==> src/rtl/ddo_pkg.sv <==
// ----------------------------------------------------------------------------
// ddo_pkg: shared types and constants for the differential-drive odometry
// Field types, register indexes and reset values, CORDIC constants.
// ----------------------------------------------------------------------------
package ddo_pkg;

    typedef logic signed [15:0] step_rate_t;   // steps per second
    typedef logic signed [31:0] fix_t;         // Q16.16
    typedef logic        [31:0] bam_t;         // binary angle, 2^32 = 2 pi
    typedef logic        [1:0]  cfg_index_t;
    typedef logic        [27:0] cfg_data_t;    // widest register

    // register indexes
    localparam cfg_index_t CFG_DISTANCE_PER_STEP  = 2'd0;
    localparam cfg_index_t CFG_TICK_PERIOD        = 2'd1;
    localparam cfg_index_t CFG_INVERSE_WHEEL_BASE = 2'd2;

    // register reset values
    localparam logic [27:0] DPS_RESET = 28'd6746518;
    localparam logic [23:0] TP_RESET  = 24'd16777;
    localparam logic [23:0] IWB_RESET = 24'd262144;

    // CORDIC start vector, 0.60725293 * 2^30
    localparam logic signed [33:0] CORDIC_START = 34'sd652032874;
    // round(2^32 / (2 pi))
    localparam logic [29:0] RAD_TO_BAM = 30'd683565276;

    // atan(2^-i) as binary angle
    localparam logic [29:0] ATAN_TABLE [32] = '{
        30'd536870912, 30'd316933406, 30'd167458907, 30'd85004756,
        30'd42667331,  30'd21354465,  30'd10679838,  30'd5340245,
        30'd2670163,   30'd1335087,   30'd667544,    30'd333772,
        30'd166886,    30'd83443,     30'd41722,     30'd20861,
        30'd10430,     30'd5215,      30'd2608,      30'd1304,
        30'd652,       30'd326,       30'd163,       30'd81,
        30'd41,        30'd20,        30'd10,        30'd5,
        30'd3,         30'd1,         30'd1,         30'd0
    };

endpackage

==> src/rtl/ddo_in_if.sv <==
// ----------------------------------------------------------------------------
// ddo_in_if: tick channel
// One word per update tick: left and right wheel step rates.
// ----------------------------------------------------------------------------
interface ddo_in_if;
    import ddo_pkg::*;

    logic       valid;
    logic       ready;
    step_rate_t left_step_rate;
    step_rate_t right_step_rate;

    modport source (output valid, output left_step_rate, output right_step_rate,
                    input ready);
    modport sink   (input valid, input left_step_rate, input right_step_rate,
                    output ready);
endinterface

==> src/rtl/ddo_out_if.sv <==
// ----------------------------------------------------------------------------
// ddo_out_if: result channel
// One word per tick: pose, heading, linear and angular velocity.
// ----------------------------------------------------------------------------
interface ddo_out_if;
    import ddo_pkg::*;

    logic valid;
    logic ready;
    fix_t pose_x;
    fix_t pose_y;
    bam_t heading;
    fix_t linear_velocity;
    fix_t angular_velocity;

    modport source (output valid, output pose_x, output pose_y, output heading,
                    output linear_velocity, output angular_velocity,
                    input ready);
    modport sink   (input valid, input pose_x, input pose_y, input heading,
                    input linear_velocity, input angular_velocity,
                    output ready);
endinterface

==> src/rtl/differential_drive_odometry.sv <==
// A tick is taken only in idle; the block is busy until its result is committed, and a
// commit waits while an unread result is held. The sequence is set by the shared 64x9
// multiply-accumulate (25 digit steps per tick) and the CORDIC rotation, one iteration
// per cycle.
// Reset (rst_n, async, active low): pose and heading to zero, registers to defaults.
// ----------------------------------------------------------------------------
// differential_drive_odometry: fixed-point dead reckoning for a two-wheel base
// Wheel speeds, pose integration along the old heading, heading advance.
// ----------------------------------------------------------------------------
module differential_drive_odometry #(
    parameter int CORDIC_ITERATIONS = 16
) (
    input  logic                 clk,
    input  logic                 rst_n,
    ddo_in_if.sink               tick,
    ddo_out_if.source            result,
    input  logic                 cfg_we,
    input  ddo_pkg::cfg_index_t  cfg_index,
    input  ddo_pkg::cfg_data_t   cfg_data
);
    import ddo_pkg::*;

    localparam int IT_W  = $clog2(CORDIC_ITERATIONS);
    localparam int ACC_W = 96;   // holds every product mod 2^96

    // Sequencer. Each MUL state runs one product through the shared
    // multiply-accumulate, one 8-bit digit of the B operand per cycle.
    typedef enum logic [11:0] {
        ST_IDLE  = 12'b0000_0000_0001,
        ST_MSL   = 12'b0000_0000_0010,  // left speed  = rate_l * dps
        ST_MSR   = 12'b0000_0000_0100,  // right speed = rate_r * dps
        ST_PREP  = 12'b0000_0000_1000,  // speed sum/diff, CORDIC setup
        ST_MANG  = 12'b0000_0001_0000,  // diff * inverse wheel base
        ST_MDIST = 12'b0000_0010_0000,  // sum * tick period
        ST_ROT   = 12'b0000_0100_0000,  // CORDIC iterations
        ST_MDX   = 12'b0000_1000_0000,  // dist * cos
        ST_MDY   = 12'b0001_0000_0000,  // dist * sin
        ST_MAT   = 12'b0010_0000_0000,  // angular rate * tick period
        ST_MTH   = 12'b0100_0000_0000,  // * rad-to-bam
        ST_UPD   = 12'b1000_0000_0000   // commit pose, load result
    } state_t;

    state_t state_reg, state_next;

    // configuration
    logic [27:0] dps_reg;
    logic [23:0] tp_reg;
    logic [23:0] iwb_reg;

    // architectural state
    fix_t pos_x_reg, pos_y_reg;
    bam_t heading_reg;

    // per-tick working registers
    step_rate_t               left_reg, right_reg;
    logic signed [27:0]       sl_reg, sr_reg;
    logic signed [28:0]       wsum_reg, wdiff_reg;
    logic signed [36:0]       ang_reg;
    logic signed [52:0]       dist_reg;
    logic signed [60:0]       at_reg;
    logic signed [31:0]       dx_reg, dy_reg;
    logic        [31:0]       dth_reg;

    // multiply-accumulate
    logic [1:0]               dig_reg;
    logic signed [ACC_W-1:0]  acc_reg, acc_next;
    logic signed [63:0]       a_op;
    logic        [32:0]       b_op;
    logic [1:0]               ndig_m1;
    logic signed [8:0]        digit;
    logic signed [72:0]       prod;
    logic signed [ACC_W-1:0]  addend;
    logic                     is_mul, dig_last;

    // CORDIC
    logic [IT_W-1:0]          rot_cnt_reg;
    logic signed [33:0]       cx_reg, cy_reg, cz_reg;
    logic                     flip_reg;
    logic signed [33:0]       xs, ys, atan_v, nx, ny, nz;
    logic                     rot_last;
    logic [31:0]              turn_q, start_angle;

    // result register
    logic out_valid_reg;
    fix_t out_x_reg, out_y_reg, out_lin_reg, out_ang_reg;
    bam_t out_hdg_reg;

    logic        commit;
    logic [32:0] px_sum, py_sum;
    fix_t        px_sat, py_sat, ang_sat;

    assign tick.ready = (state_reg == ST_IDLE);

    assign result.valid            = out_valid_reg;
    assign result.pose_x           = out_x_reg;
    assign result.pose_y           = out_y_reg;
    assign result.heading          = out_hdg_reg;
    assign result.linear_velocity  = out_lin_reg;
    assign result.angular_velocity = out_ang_reg;

    // ---------------- operand select for the shared multiplier ----------------
    always_comb
    begin
        a_op    = '0;
        b_op    = '0;
        ndig_m1 = 2'd0;
        case (state_reg)
            ST_MSL:
            begin
                a_op    = {36'd0, dps_reg};
                b_op    = {{17{left_reg[15]}}, left_reg};
                ndig_m1 = 2'd1;
            end
            ST_MSR:
            begin
                a_op    = {36'd0, dps_reg};
                b_op    = {{17{right_reg[15]}}, right_reg};
                ndig_m1 = 2'd1;
            end
            ST_MANG:
            begin
                a_op    = {{35{wdiff_reg[28]}}, wdiff_reg};
                b_op    = {9'd0, iwb_reg};
                ndig_m1 = 2'd2;
            end
            ST_MDIST:
            begin
                a_op    = {{35{wsum_reg[28]}}, wsum_reg};
                b_op    = {9'd0, tp_reg};
                ndig_m1 = 2'd2;
            end
            ST_MDX:
            begin
                a_op    = {{11{dist_reg[52]}}, dist_reg};
                b_op    = cx_reg[32:0];   // |cos| < 2^31
                ndig_m1 = 2'd3;
            end
            ST_MDY:
            begin
                a_op    = {{11{dist_reg[52]}}, dist_reg};
                b_op    = cy_reg[32:0];
                ndig_m1 = 2'd3;
            end
            ST_MAT:
            begin
                a_op    = {{27{ang_reg[36]}}, ang_reg};
                b_op    = {9'd0, tp_reg};
                ndig_m1 = 2'd2;
            end
            ST_MTH:
            begin
                a_op    = {{3{at_reg[60]}}, at_reg};
                b_op    = {3'd0, RAD_TO_BAM};
                ndig_m1 = 2'd3;
            end
            default:
            begin
                a_op    = '0;
                b_op    = '0;
                ndig_m1 = 2'd0;
            end
        endcase
    end

    assign is_mul   = state_reg inside {ST_MSL, ST_MSR, ST_MANG, ST_MDIST,
                                        ST_MDX, ST_MDY, ST_MAT, ST_MTH};
    assign dig_last = (dig_reg == ndig_m1);

    // Lower digits are unsigned; the top digit carries the sign of B.
    assign digit  = dig_last ? $signed(b_op[{dig_reg, 3'b000} +: 9])
                             : $signed({1'b0, b_op[{dig_reg, 3'b000} +: 8]});
    assign prod   = a_op * digit;
    assign addend = {{(ACC_W-73){prod[72]}}, prod} <<< {dig_reg, 3'b000};
    assign acc_next = ((dig_reg == 2'd0) ? '0 : acc_reg) + addend;

    // ---------------- CORDIC step ----------------
    // Turn by 180 degrees when outside +-90, negate at the end.
    assign turn_q      = heading_reg + 32'h4000_0000;
    assign start_angle = turn_q[31] ? (heading_reg ^ 32'h8000_0000) : heading_reg;

    assign xs     = cx_reg >>> rot_cnt_reg;
    assign ys     = cy_reg >>> rot_cnt_reg;
    assign atan_v = $signed({4'd0, ATAN_TABLE[5'(rot_cnt_reg)]});
    assign rot_last = (rot_cnt_reg == IT_W'(CORDIC_ITERATIONS - 1));

    always_comb
    begin
        if (!cz_reg[33])
        begin
            nx = cx_reg - ys;
            ny = cy_reg + xs;
            nz = cz_reg - atan_v;
        end
        else
        begin
            nx = cx_reg + ys;
            ny = cy_reg - xs;
            nz = cz_reg + atan_v;
        end
    end

    // ---------------- commit: saturating pose, heading wrap ----------------
    assign commit = (state_reg == ST_UPD) && (!out_valid_reg || result.ready);

    assign px_sum = {pos_x_reg[31], pos_x_reg} + {dx_reg[31], dx_reg};
    assign py_sum = {pos_y_reg[31], pos_y_reg} + {dy_reg[31], dy_reg};
    assign px_sat = (px_sum[32] != px_sum[31])
                  ? (px_sum[32] ? 32'sh8000_0000 : 32'sh7FFF_FFFF) : px_sum[31:0];
    assign py_sat = (py_sum[32] != py_sum[31])
                  ? (py_sum[32] ? 32'sh8000_0000 : 32'sh7FFF_FFFF) : py_sum[31:0];
    assign ang_sat = ((ang_reg[36:31] == 6'b000000) || (ang_reg[36:31] == 6'b111111))
                   ? ang_reg[31:0]
                   : (ang_reg[36] ? 32'sh8000_0000 : 32'sh7FFF_FFFF);

    // ---------------- sequencer ----------------
    always_comb
    begin
        state_next = state_reg;
        case (state_reg)
            ST_IDLE:  if (tick.valid) state_next = ST_MSL;
            ST_MSL:   if (dig_last) state_next = ST_MSR;
            ST_MSR:   if (dig_last) state_next = ST_PREP;
            ST_PREP:  state_next = ST_MANG;
            ST_MANG:  if (dig_last) state_next = ST_MDIST;
            ST_MDIST: if (dig_last) state_next = ST_ROT;
            ST_ROT:   if (rot_last) state_next = ST_MDX;
            ST_MDX:   if (dig_last) state_next = ST_MDY;
            ST_MDY:   if (dig_last) state_next = ST_MAT;
            ST_MAT:   if (dig_last) state_next = ST_MTH;
            ST_MTH:   if (dig_last) state_next = ST_UPD;
            ST_UPD:   if (commit) state_next = ST_IDLE;
            default:  state_next = ST_IDLE;
        endcase
    end

    // control state
    always_ff @(posedge clk or negedge rst_n)
    begin
        if (!rst_n)
        begin
            state_reg     <= ST_IDLE;
            dig_reg       <= 2'd0;
            rot_cnt_reg   <= '0;
            out_valid_reg <= 1'b0;
        end
        else
        begin
            state_reg <= state_next;
            if (is_mul)
                dig_reg <= dig_last ? 2'd0 : dig_reg + 2'd1;
            if (state_reg == ST_PREP)
                rot_cnt_reg <= '0;
            else if (state_reg == ST_ROT)
                rot_cnt_reg <= rot_cnt_reg + 1'b1;
            if (commit)
                out_valid_reg <= 1'b1;
            else if (result.ready)
                out_valid_reg <= 1'b0;
        end
    end

    // configuration registers
    always_ff @(posedge clk or negedge rst_n)
    begin
        if (!rst_n)
        begin
            dps_reg <= DPS_RESET;
            tp_reg  <= TP_RESET;
            iwb_reg <= IWB_RESET;
        end
        else if (cfg_we)
        begin
            case (cfg_index)
                CFG_DISTANCE_PER_STEP:  dps_reg <= cfg_data;
                CFG_TICK_PERIOD:        tp_reg  <= cfg_data[23:0];
                CFG_INVERSE_WHEEL_BASE: iwb_reg <= cfg_data[23:0];
                default: ;   // unknown index: ignored
            endcase
        end
    end

    // pose and heading
    always_ff @(posedge clk or negedge rst_n)
    begin
        if (!rst_n)
        begin
            pos_x_reg   <= '0;
            pos_y_reg   <= '0;
            heading_reg <= '0;
        end
        else if (commit)
        begin
            pos_x_reg   <= px_sat;
            pos_y_reg   <= py_sat;
            heading_reg <= heading_reg + dth_reg;
        end
    end

    // datapath, no reset
    always_ff @(posedge clk)
    begin
        if (tick.valid && tick.ready)
        begin
            left_reg  <= tick.left_step_rate;
            right_reg <= tick.right_step_rate;
        end

        if (is_mul)
            acc_reg <= acc_next;

        // capture each product on its last digit, floor shift by slicing
        if (is_mul && dig_last)
        begin
            case (state_reg)
                ST_MSL:   sl_reg   <= acc_next[43:16];
                ST_MSR:   sr_reg   <= acc_next[43:16];
                ST_MANG:  ang_reg  <= acc_next[52:16];
                ST_MDIST: dist_reg <= acc_next[52:0];
                ST_MDX:   dx_reg   <= acc_next[86:55];
                ST_MDY:   dy_reg   <= acc_next[86:55];
                ST_MAT:   at_reg   <= acc_next[60:0];
                ST_MTH:   dth_reg  <= acc_next[71:40];
                default: ;
            endcase
        end

        if (state_reg == ST_PREP)
        begin
            wsum_reg  <= {sl_reg[27], sl_reg} + {sr_reg[27], sr_reg};
            wdiff_reg <= {sr_reg[27], sr_reg} - {sl_reg[27], sl_reg};
            cx_reg    <= CORDIC_START;
            cy_reg    <= '0;
            cz_reg    <= {{2{start_angle[31]}}, start_angle};
            flip_reg  <= turn_q[31];
        end
        else if (state_reg == ST_ROT)
        begin
            cz_reg <= nz;
            if (rot_last && flip_reg)
            begin
                cx_reg <= -nx;
                cy_reg <= -ny;
            end
            else
            begin
                cx_reg <= nx;
                cy_reg <= ny;
            end
        end

        if (commit)
        begin
            out_x_reg   <= px_sat;
            out_y_reg   <= py_sat;
            out_hdg_reg <= heading_reg + dth_reg;
            out_lin_reg <= {{4{wsum_reg[28]}}, wsum_reg[28:1]};
            out_ang_reg <= ang_sat;
        end
    end

`ifndef SYNTHESIS
    // an accepted word always starts the left-speed product
    a_accept_starts: assert property (@(posedge clk) disable iff (!rst_n)
        (tick.valid && tick.ready) |=> (state_reg == ST_MSL))
        else $error("accepted tick did not start the sequence");

    // a new result appears only out of the commit state
    a_result_source: assert property (@(posedge clk) disable iff (!rst_n)
        $rose(result.valid) |-> $past(state_reg == ST_UPD))
        else $error("result valid rose outside commit");

    // digit counter never runs past the operand width
    a_digit_bound: assert property (@(posedge clk) disable iff (!rst_n)
        is_mul |-> (dig_reg <= ndig_m1))
        else $error("digit counter out of range");

    // heading moves only on commit
    a_heading_commit: assert property (@(posedge clk) disable iff (!rst_n)
        !$stable(heading_reg) |-> $past(commit))
        else $error("heading changed without commit");
`endif

endmodule
==> src/flat_wrapper.sv <==
// flat-port wrapper written by rule: the top's interface ports become plain ports
module differential_drive_odometry_flat import ddo_pkg::*;
#(
    parameter int CORDIC_ITERATIONS = 16
)
  (clk, rst_n, cfg_we, cfg_index, cfg_data, tick_valid, tick_left_step_rate, tick_right_step_rate, tick_ready, result_valid, result_pose_x, result_pose_y, result_heading, result_linear_velocity, result_angular_velocity, result_ready);
  ddo_in_if tick_i ();
  ddo_out_if result_i ();
  input  logic clk;
  input  logic rst_n;
  input  logic cfg_we;
  input  ddo_pkg::cfg_index_t cfg_index;
  input  ddo_pkg::cfg_data_t cfg_data;
  input wire logic [$bits(tick_i.valid)-1:0] tick_valid;
  input wire logic [$bits(tick_i.left_step_rate)-1:0] tick_left_step_rate;
  input wire logic [$bits(tick_i.right_step_rate)-1:0] tick_right_step_rate;
  output wire logic [$bits(tick_i.ready)-1:0] tick_ready;
  output wire logic [$bits(result_i.valid)-1:0] result_valid;
  output wire logic [$bits(result_i.pose_x)-1:0] result_pose_x;
  output wire logic [$bits(result_i.pose_y)-1:0] result_pose_y;
  output wire logic [$bits(result_i.heading)-1:0] result_heading;
  output wire logic [$bits(result_i.linear_velocity)-1:0] result_linear_velocity;
  output wire logic [$bits(result_i.angular_velocity)-1:0] result_angular_velocity;
  input wire logic [$bits(result_i.ready)-1:0] result_ready;
  assign tick_i.valid = tick_valid;
  assign tick_i.left_step_rate = tick_left_step_rate;
  assign tick_i.right_step_rate = tick_right_step_rate;
  assign tick_ready = tick_i.ready;
  assign result_valid = result_i.valid;
  assign result_pose_x = result_i.pose_x;
  assign result_pose_y = result_i.pose_y;
  assign result_heading = result_i.heading;
  assign result_linear_velocity = result_i.linear_velocity;
  assign result_angular_velocity = result_i.angular_velocity;
  assign result_i.ready = result_ready;
  differential_drive_odometry #(.CORDIC_ITERATIONS(CORDIC_ITERATIONS)) u_core (.clk(clk), .rst_n(rst_n), .tick(tick_i), .result(result_i), .cfg_we(cfg_we), .cfg_index(cfg_index), .cfg_data(cfg_data));
endmodule
==> config.mk <==
export PLATFORM = sky130hd
export DESIGN_NAME = differential_drive_odometry_flat
export DESIGN_NICKNAME = d
export VERILOG_FILES = /design/src/rtl/ddo_pkg.sv /design/src/rtl/ddo_in_if.sv /design/src/rtl/ddo_out_if.sv /design/src/rtl/differential_drive_odometry.sv /design/src/flat_wrapper.sv
export SDC_FILE = /design/constraint.sdc
export NUM_CORES = 2
export LEC_CHECK = 0
export BUFFER_PORTS_ARGS = -buffer_cell sky130_fd_sc_hd__buf_2
export CAP_MARGIN = 20
export CELL_PAD_IN_SITES_DETAIL_PLACEMENT = 1
export CELL_PAD_IN_SITES_GLOBAL_PLACEMENT = 2
export CORE_MARGIN = 2
export CORE_UTILIZATION = 35
export CTS_BUF_LIST = sky130_fd_sc_hd__clkbuf_16
export DETAILED_ROUTE_END_ITERATION = 6
export PLACE_DENSITY = 0.67
export REMOVE_ABC_BUFFERS = 1
export SLEW_MARGIN = 20
export SYNTH_ARGS = -nofsm -noshare
export SYNTH_HDL_FRONTEND = slang
export SYNTH_SLANG_ARGS = --single-unit
==> constraint.sdc <==
create_clock -name clk -period 39.1 [get_ports clk]
set_clock_uncertainty 0.2 [all_clocks]
set_input_delay 3.91 -clock clk [delete_from_list [all_inputs] [get_ports clk]]
set_output_delay 3.91 -clock clk [all_outputs]
set_load 0.02 [all_outputs]
== After elaboration in Yosys (flattened, before gate mapping) ==
Memories as Yosys holds them, arrays and structs flattened.
Cells that the tools add are included.

* Flip-flop bits (word level): 939
* Memory bits (read-only): 960
* Output and inout bits: 162
* Word-level logic and storage cells: 157
* Memories kept: 1

{| class="wikitable"
|+ Memories
! memory !! depth !! width !! rd ports !! clocked after memory_dff !! write ports !! RTL line !! source
|-
| (no name shown) || 32 || 30 || 1 || 0 || 0 || differential_drive_odometry.sv:183 || <nowiki>assign atan_v = $signed({4'd0, ATAN_TABLE[5'(rot_cnt_reg)]});</nowiki>
|}

* Add/sub/neg operators: 17
* $mul: 1
* Magnitude comparators: 1
* Eq/ne operators: 30
* Shifts and indexed selects: 5
* Mux-type cells: 38
* Bitwise gates (word level): 2
* Reductions and logical operators: 30

{| class="wikitable"
|+ Operator list
! kind !! count
|-
| 64-bit case mux with 6 select lines || 1
|-
| 34-bit 2-to-1 mux || 7
|-
| 33-bit case mux with 7 select lines || 1
|-
| 32-bit 2-to-1 mux || 7
|-
| 12-bit case mux with 12 select lines || 1
|-
| 12-bit 2-to-1 mux || 11
|-
| 96-bit adder || 1
|-
| 96-bit 2-to-1 mux || 1
|-
| 96-bit by 5-bit <<< shifter with 96-bit output || 1
|-
| 64-bit by 9-bit multiplier with 73-bit output || 1
|-
| 34-bit adder || 2
|-
| 34-bit negator || 2
|-
| 34-bit by 4-bit >>> shifter with 34-bit output || 2
|-
| 34-bit subtractor || 2
|-
| 32-bit by 32-bit adder with 33-bit output || 2
|-
| 30-bit 2-to-1 mux || 2
|-
| 34-bit by 31-bit adder with 34-bit output || 1
|-
| 34-bit by 31-bit subtractor with 34-bit output || 1
|-
| 33-bit by 6-bit variable part select with 8-bit output || 1
|-
| 33-bit by 6-bit variable part select with 9-bit output || 1
|-
| 32-bit by 31-bit adder with 32-bit output, second input constant || 1
|-
| 32-bit adder || 1
|-
| 28-bit by 28-bit adder with 29-bit output || 1
|-
| 28-bit by 28-bit subtractor with 29-bit output || 1
|-
| other kinds (41) || 72
|}

== Longest topological paths before layout ==
* Word-level depth: 8
* Depth in mapped cells: 55
* Gate-level depth less buffers: 50

== Least setup slack after synthesis ==
OpenSTA, ideal clock, no wires.

* Path type: register to register
* Start: register u_core.state_reg[3]
* End: register u_core.acc_reg[68], data pin
* Library setup time: 0.273 ns
* Data arrival time: 13.530 ns
* Data required time: 38.627 ns
* Slack: 25.097 ns
* Stages on the path, launching flop included: 46
* Cell sequence: dfrtp_1 -> nor4_1 -> and2_1 -> nor2b_1 -> nor2b_1 -> nand2_1 -> nor3b_2 -> or2_2 -> clkbuf_1 -> nor3_1 -> nand2_1 -> o211ai_1 -> clkbuf_1 -> nand2b_1 -> fa_1 -> fa_1 -> inv_1 -> fa_1 -> [... 10 more ...] -> a31oi_1 -> nor3_1 -> or3_1 -> a221o_1 -> xor2_1 -> mux4_2 -> ha_1 -> a21oi_1 -> nor2b_1 -> o21a_1 -> or3_1 -> a211o_1 -> a221oi_1 -> o21ai_0 -> a311o_1 -> a2111oi_0 -> o21bai_1 -> xor2_1

* Longest elaborated chain between the ends: 8

{| class="wikitable"
|+ Ends and longest elaborated chain
! item !! RTL line !! source
|-
| start: declaration || differential_drive_odometry.sv:43 || <nowiki>state_t state_reg, state_next;</nowiki>
|-
| start signal: assignment || differential_drive_odometry.sv:248 || <nowiki>state_reg <= state_next;</nowiki>
|-
| 12-bit by 10-bit == test with 1-bit output (tied with other cells) || differential_drive_odometry.sv:107 || <nowiki>case (state_reg)</nowiki>
|-
| 2-bit OR reduction (no line) / 3-bit OR reduction (equally long branches) || n/a ||
|-
| 33-bit case mux with 7 select lines / 2-bit case mux with 3 select lines (equally long branches) || differential_drive_odometry.sv:107 ||
|-
| 33-bit by 6-bit variable part select with 8-bit output (tied with other cells) || differential_drive_odometry.sv:171 || <nowiki>: $signed({1'b0, b_op[{dig_reg, 3'b000} +: 8]});</nowiki>
|-
| 9-bit 2-to-1 mux || differential_drive_odometry.sv:170 || <nowiki>assign digit = dig_last ? $signed(b_op[{dig_reg, 3'b000} +: 9])</nowiki>
|-
| 64-bit by 9-bit multiplier with 73-bit output (*) || differential_drive_odometry.sv:172 || <nowiki>assign prod = a_op * digit;</nowiki>
|-
| 96-bit by 5-bit <<< shifter with 96-bit output (*) || differential_drive_odometry.sv:173 || <nowiki>assign addend = {{(ACC_W-73){prod[72]}}, prod} <<< {dig_reg, 3'b000};</nowiki>
|-
| 96-bit adder (*) || differential_drive_odometry.sv:174 || <nowiki>assign acc_next = ((dig_reg == 2'd0) ? '0 : acc_reg) + addend;</nowiki>
|-
| net u_core.acc_next[68] || differential_drive_odometry.sv:66 || <nowiki>logic signed [ACC_W-1:0] acc_reg, acc_next;</nowiki>
|-
| end signal: assignment || differential_drive_odometry.sv:309 || <nowiki>acc_reg <= acc_next;</nowiki>
|-
| end: declaration || differential_drive_odometry.sv:66 ||
|}

Mark *: on every way through the listed nets, which the timed path passes. The rest lies on a longest branch.
A chain may end at the register's enable or synchronous reset.

== Worst setup path in the final report ==
* Start: register u_core.state_reg[11]
* End: register u_core.dy_reg[30], data pin

* Longest elaborated chain between the ends: 8

{| class="wikitable"
|+ Ends and longest elaborated chain
! item !! RTL line !! source
|-
| 12-bit by 10-bit == test with 1-bit output (tied with other cells) || differential_drive_odometry.sv:107 ||
|-
| 2-bit OR reduction (no line) / 3-bit OR reduction (equally long branches) || n/a ||
|-
| 33-bit case mux with 7 select lines / 2-bit case mux with 3 select lines (equally long branches) || differential_drive_odometry.sv:107 ||
|-
| 33-bit by 6-bit variable part select with 8-bit output (tied with other cells) || differential_drive_odometry.sv:171 ||
|-
| 9-bit 2-to-1 mux || differential_drive_odometry.sv:170 ||
|-
| 64-bit by 9-bit multiplier with 73-bit output (*) || differential_drive_odometry.sv:172 ||
|-
| 96-bit by 5-bit <<< shifter with 96-bit output (*) || differential_drive_odometry.sv:173 ||
|-
| 96-bit adder (*) || differential_drive_odometry.sv:174 ||
|-
| net u_core.acc_next[85] || differential_drive_odometry.sv:66 ||
|-
| end signal: assignment || differential_drive_odometry.sv:320 || <nowiki>ST_MDY: dy_reg <= acc_next[86:55];</nowiki>
|-
| end: declaration || differential_drive_odometry.sv:61 || <nowiki>logic signed [31:0] dx_reg, dy_reg;</nowiki>
|}

Marked as above.

==> run metrics <==
number of flip-flops under the largest register name 87; unrepaired setup endpoints after global routing false; cell at the slowest stage of the critical path o21ai_0; Buffers on Ports 228; Critical Path Fanout Max 64; Cells on Worst Hold Path 2; Mapped Cells 7895; average wire length per cell after detail routing 25.2 um; # hold bufs at CTS 0; cells resized by post-CTS repair 0; placed cell count 10700; area share of the largest cell type after synthesis 0.262; Setup Total Neg Slack 0 ps; largest net degree at the start of global routing approximately 110; Setup violations, final 0; Period Utilization, post-route 0.387; GPL Wtd Cong 0.885; number of top-level pins about 230; CP startpoint kind register; remaining max-slew budget at the tightest pin 0.237; count of different cell masters after synthesis 99; share of async-settable or async-resettable flops after synthesis 0.206; worst flop-to-flop path endpoint u_core.dy_reg[30]; number of flip-flops and latches in the synthesized netlist 929; post-CTS setup-driven buffer insertion count 0; antenna-violating nets left 0; fraction of final layout cells sized beyond drive strength 1 0.102; launch instance of the worst register-to-register path u_core.state_reg[11]; half-perimeter wire length after detailed placement 213 mm; non-filler cells in the finished layout 10900; CTS root buf clkbuf_16; TritonCTS clock tree yes; Routed WL 274 mm; outcome finished, final reports clean; total global routing overflow 0; cell area after placement 0.0812 mm^2; required time reported for the critical path endpoint 39400 ps; width of the chip 472 um; most used standard cells in the synthesized netlist 949 x nand2_1, 688 x nor2_1, 670 x edfxtp_1; combined global-route utilization of all metal layers 0.244; Reg2Reg Setup Slack 23980 ps; first-pass GRT wire length 418 mm; highest clock frequency the design can meet 66.1 MHz; fin area 0.0850 mm^2; Min-Delay Startpoint u_core.pos_y_reg[23]; vias in the first global route 64900; number of max-slew violations in the final report 0; Arrival @ worst endpoint roughly 15000 ps; initial cell density of the core 0.353; Worst Reg2Reg Path Length in Cells 48; Die Area 0.223 mm^2; hold violation total from the final report 0; number of fillers in the final layout 24400; multi-input combinational cell area 0.0478 mm^2; final period demand of the worst path 15120 ps; vertical die dimension 472 um; vias per cell between 5 and 6; Area growth, synth to finish 10.6%; sequential cell area fraction in the yosys report 0.342; post-layout net count 8955; Post-synth EDFFs 670; Hold Path End u_core.pos_y_reg[23]; Clk Latency, worst-skew pair 790 ps; post-synth top area cell edfxtp_1; Cell Pwr Density between 50 and 60 mW/mm^2; clock buffer depth 3; area of the core region roughly 0.22 mm^2; H-Tree Level Count 3; cell area after synthesis around 0.077 mm^2; Min-Delay Path Class register to register; worst-case setup margin in the final layout 23980 ps; leading cell types by total area after synthesis edfxtp_1 26%, fa_1 12%, ha_1 8.2%; yosys synthesis warning count 0; post-synthesis average cell area 9.73 um^2; worst setup slack after placement 23980 ps; leakage 37.6 nW; critical path endpoint category register; antenna violations before repair 25; leading cell type by number of instances after synthesis nand2_1; Detailed Route Iter0 Violations 3987; Worst path max stage delay 690 ps; commonest register cell after synthesis edfxtp_1; standard-cell rows between 150 and 200; Worst Max-Slew Pin Slew 1140 ps; remaining routing DRC violations 0; clock transition at the register clock pins on the worst setup and hold paths after CTS 60 ps; vias after detailed routing roughly 61000; DRT Pass-1 Iters 6; number of violations of the max-capacitance limit 0; Setup Crit Path Kind register to register; total number of clock tree sinks 929; worst voltage drop across the vdd grid 0.0527 mV; CTS buffer count 111; sequential cell area 0.0263 mm^2
-- worst max-delay path: cells and delay by family, from the launching register on --
kind / cells / cell delay, ps
xor gates and xnor gates: 2 / 340
adders and majority gates: 7 / 3350
buffers and inverters: 8 / 2170
DFF: 1 / 440
muxes: 2 / 550
and+or+nand+nor: 12 / 2670
AOI/OAI and AO/OA: 17 / 5070
-- stage by stage --
stage	hold WS, ps	power (mW)	utilization
finish	288	4.92	0.390
global route	306	5.18	0.390
CTS	294	4.95	0.390
detailed placement	278	3.85	0.373
global placement	263	3.81	0.373
floorplan	227	2.77	-
-- metal layers --
metal,vias up,share of wire,track usage
li1,28100,-,-
met1,31500,0.47,0.343
met2,1208,0.47,0.403
met3,253,0.040,0.0250
met4,2,0.023,0.0568
met5,-,0.000029,0
-- how the worst max path moves through the flow --
stage | start | endpoint | slack, ps | cells past startpoint
finish | u_core.state_reg[11] | u_core.dy_reg[30] | 23980 | 48
global route | u_core.state_reg[3] | u_core.acc_reg[80] | 22980 | 50
CTS | u_core.state_reg[3] | u_core.acc_reg[80] | 23950 | 50
detailed placement | u_core.state_reg[3] | u_core.dy_reg[25] | 23980 | 50
global placement | u_core.state_reg[3] | u_core.dx_reg[25] | 24210 | 50
floorplan | u_core.state_reg[7] | u_core.acc_reg[68] | 19860 | 41
-- cell families (layout without fill, tap and decap cells) --
group                    after synthesis  count (layout)  synth area share
AO/OA/AOI/OAI                       1853            1853             0.155
XOR/XNOR                             512             512            0.0584
adder cells (fa/ha/maj)              958             958             0.200
buffers and inverters                819             958            0.0414
flip-flops                           929             929             0.342
multiplexers                         300             300            0.0525
other                                  0               7                 0
AND/OR/NAND/NOR                     2524            2524             0.151
-- power breakdown --
group,switching (mW),internal (mW)
clock,0.466,0.614
combinational,1.70,0.718
sequential,0.0732,1.34
total,2.24,2.68
-- layout by cell type (no fill, tap or decap), types with 193 or more instances in the layout --
master / count
a21o_1: 284
a21oi_1: 531
buf_2: 227
edfxtp_1: 670
fa_1: 450
ha_1: 501
inv_1: 442
nand2_1: 948
nor2_1: 684
nor2b_1: 196
o21ai_0: 399
xnor2_1: 284
xor2_1: 193
-- cell type report --
| type | count | area share |
|---|---|---|
| multi-input combinational | 6147 | 0.563 |
| clock inverter | 98 | 0.0108 |
| timing repair buffer | 320 | 0.0222 |
| antenna | 7 | 0.000206 |
| clock buffer | 113 | 0.0333 |
| inverter | 427 | 0.0190 |
| tap | 2854 | 0.0420 |
| sequential | 929 | 0.310 |
Power figures use the tool's default switching activity.
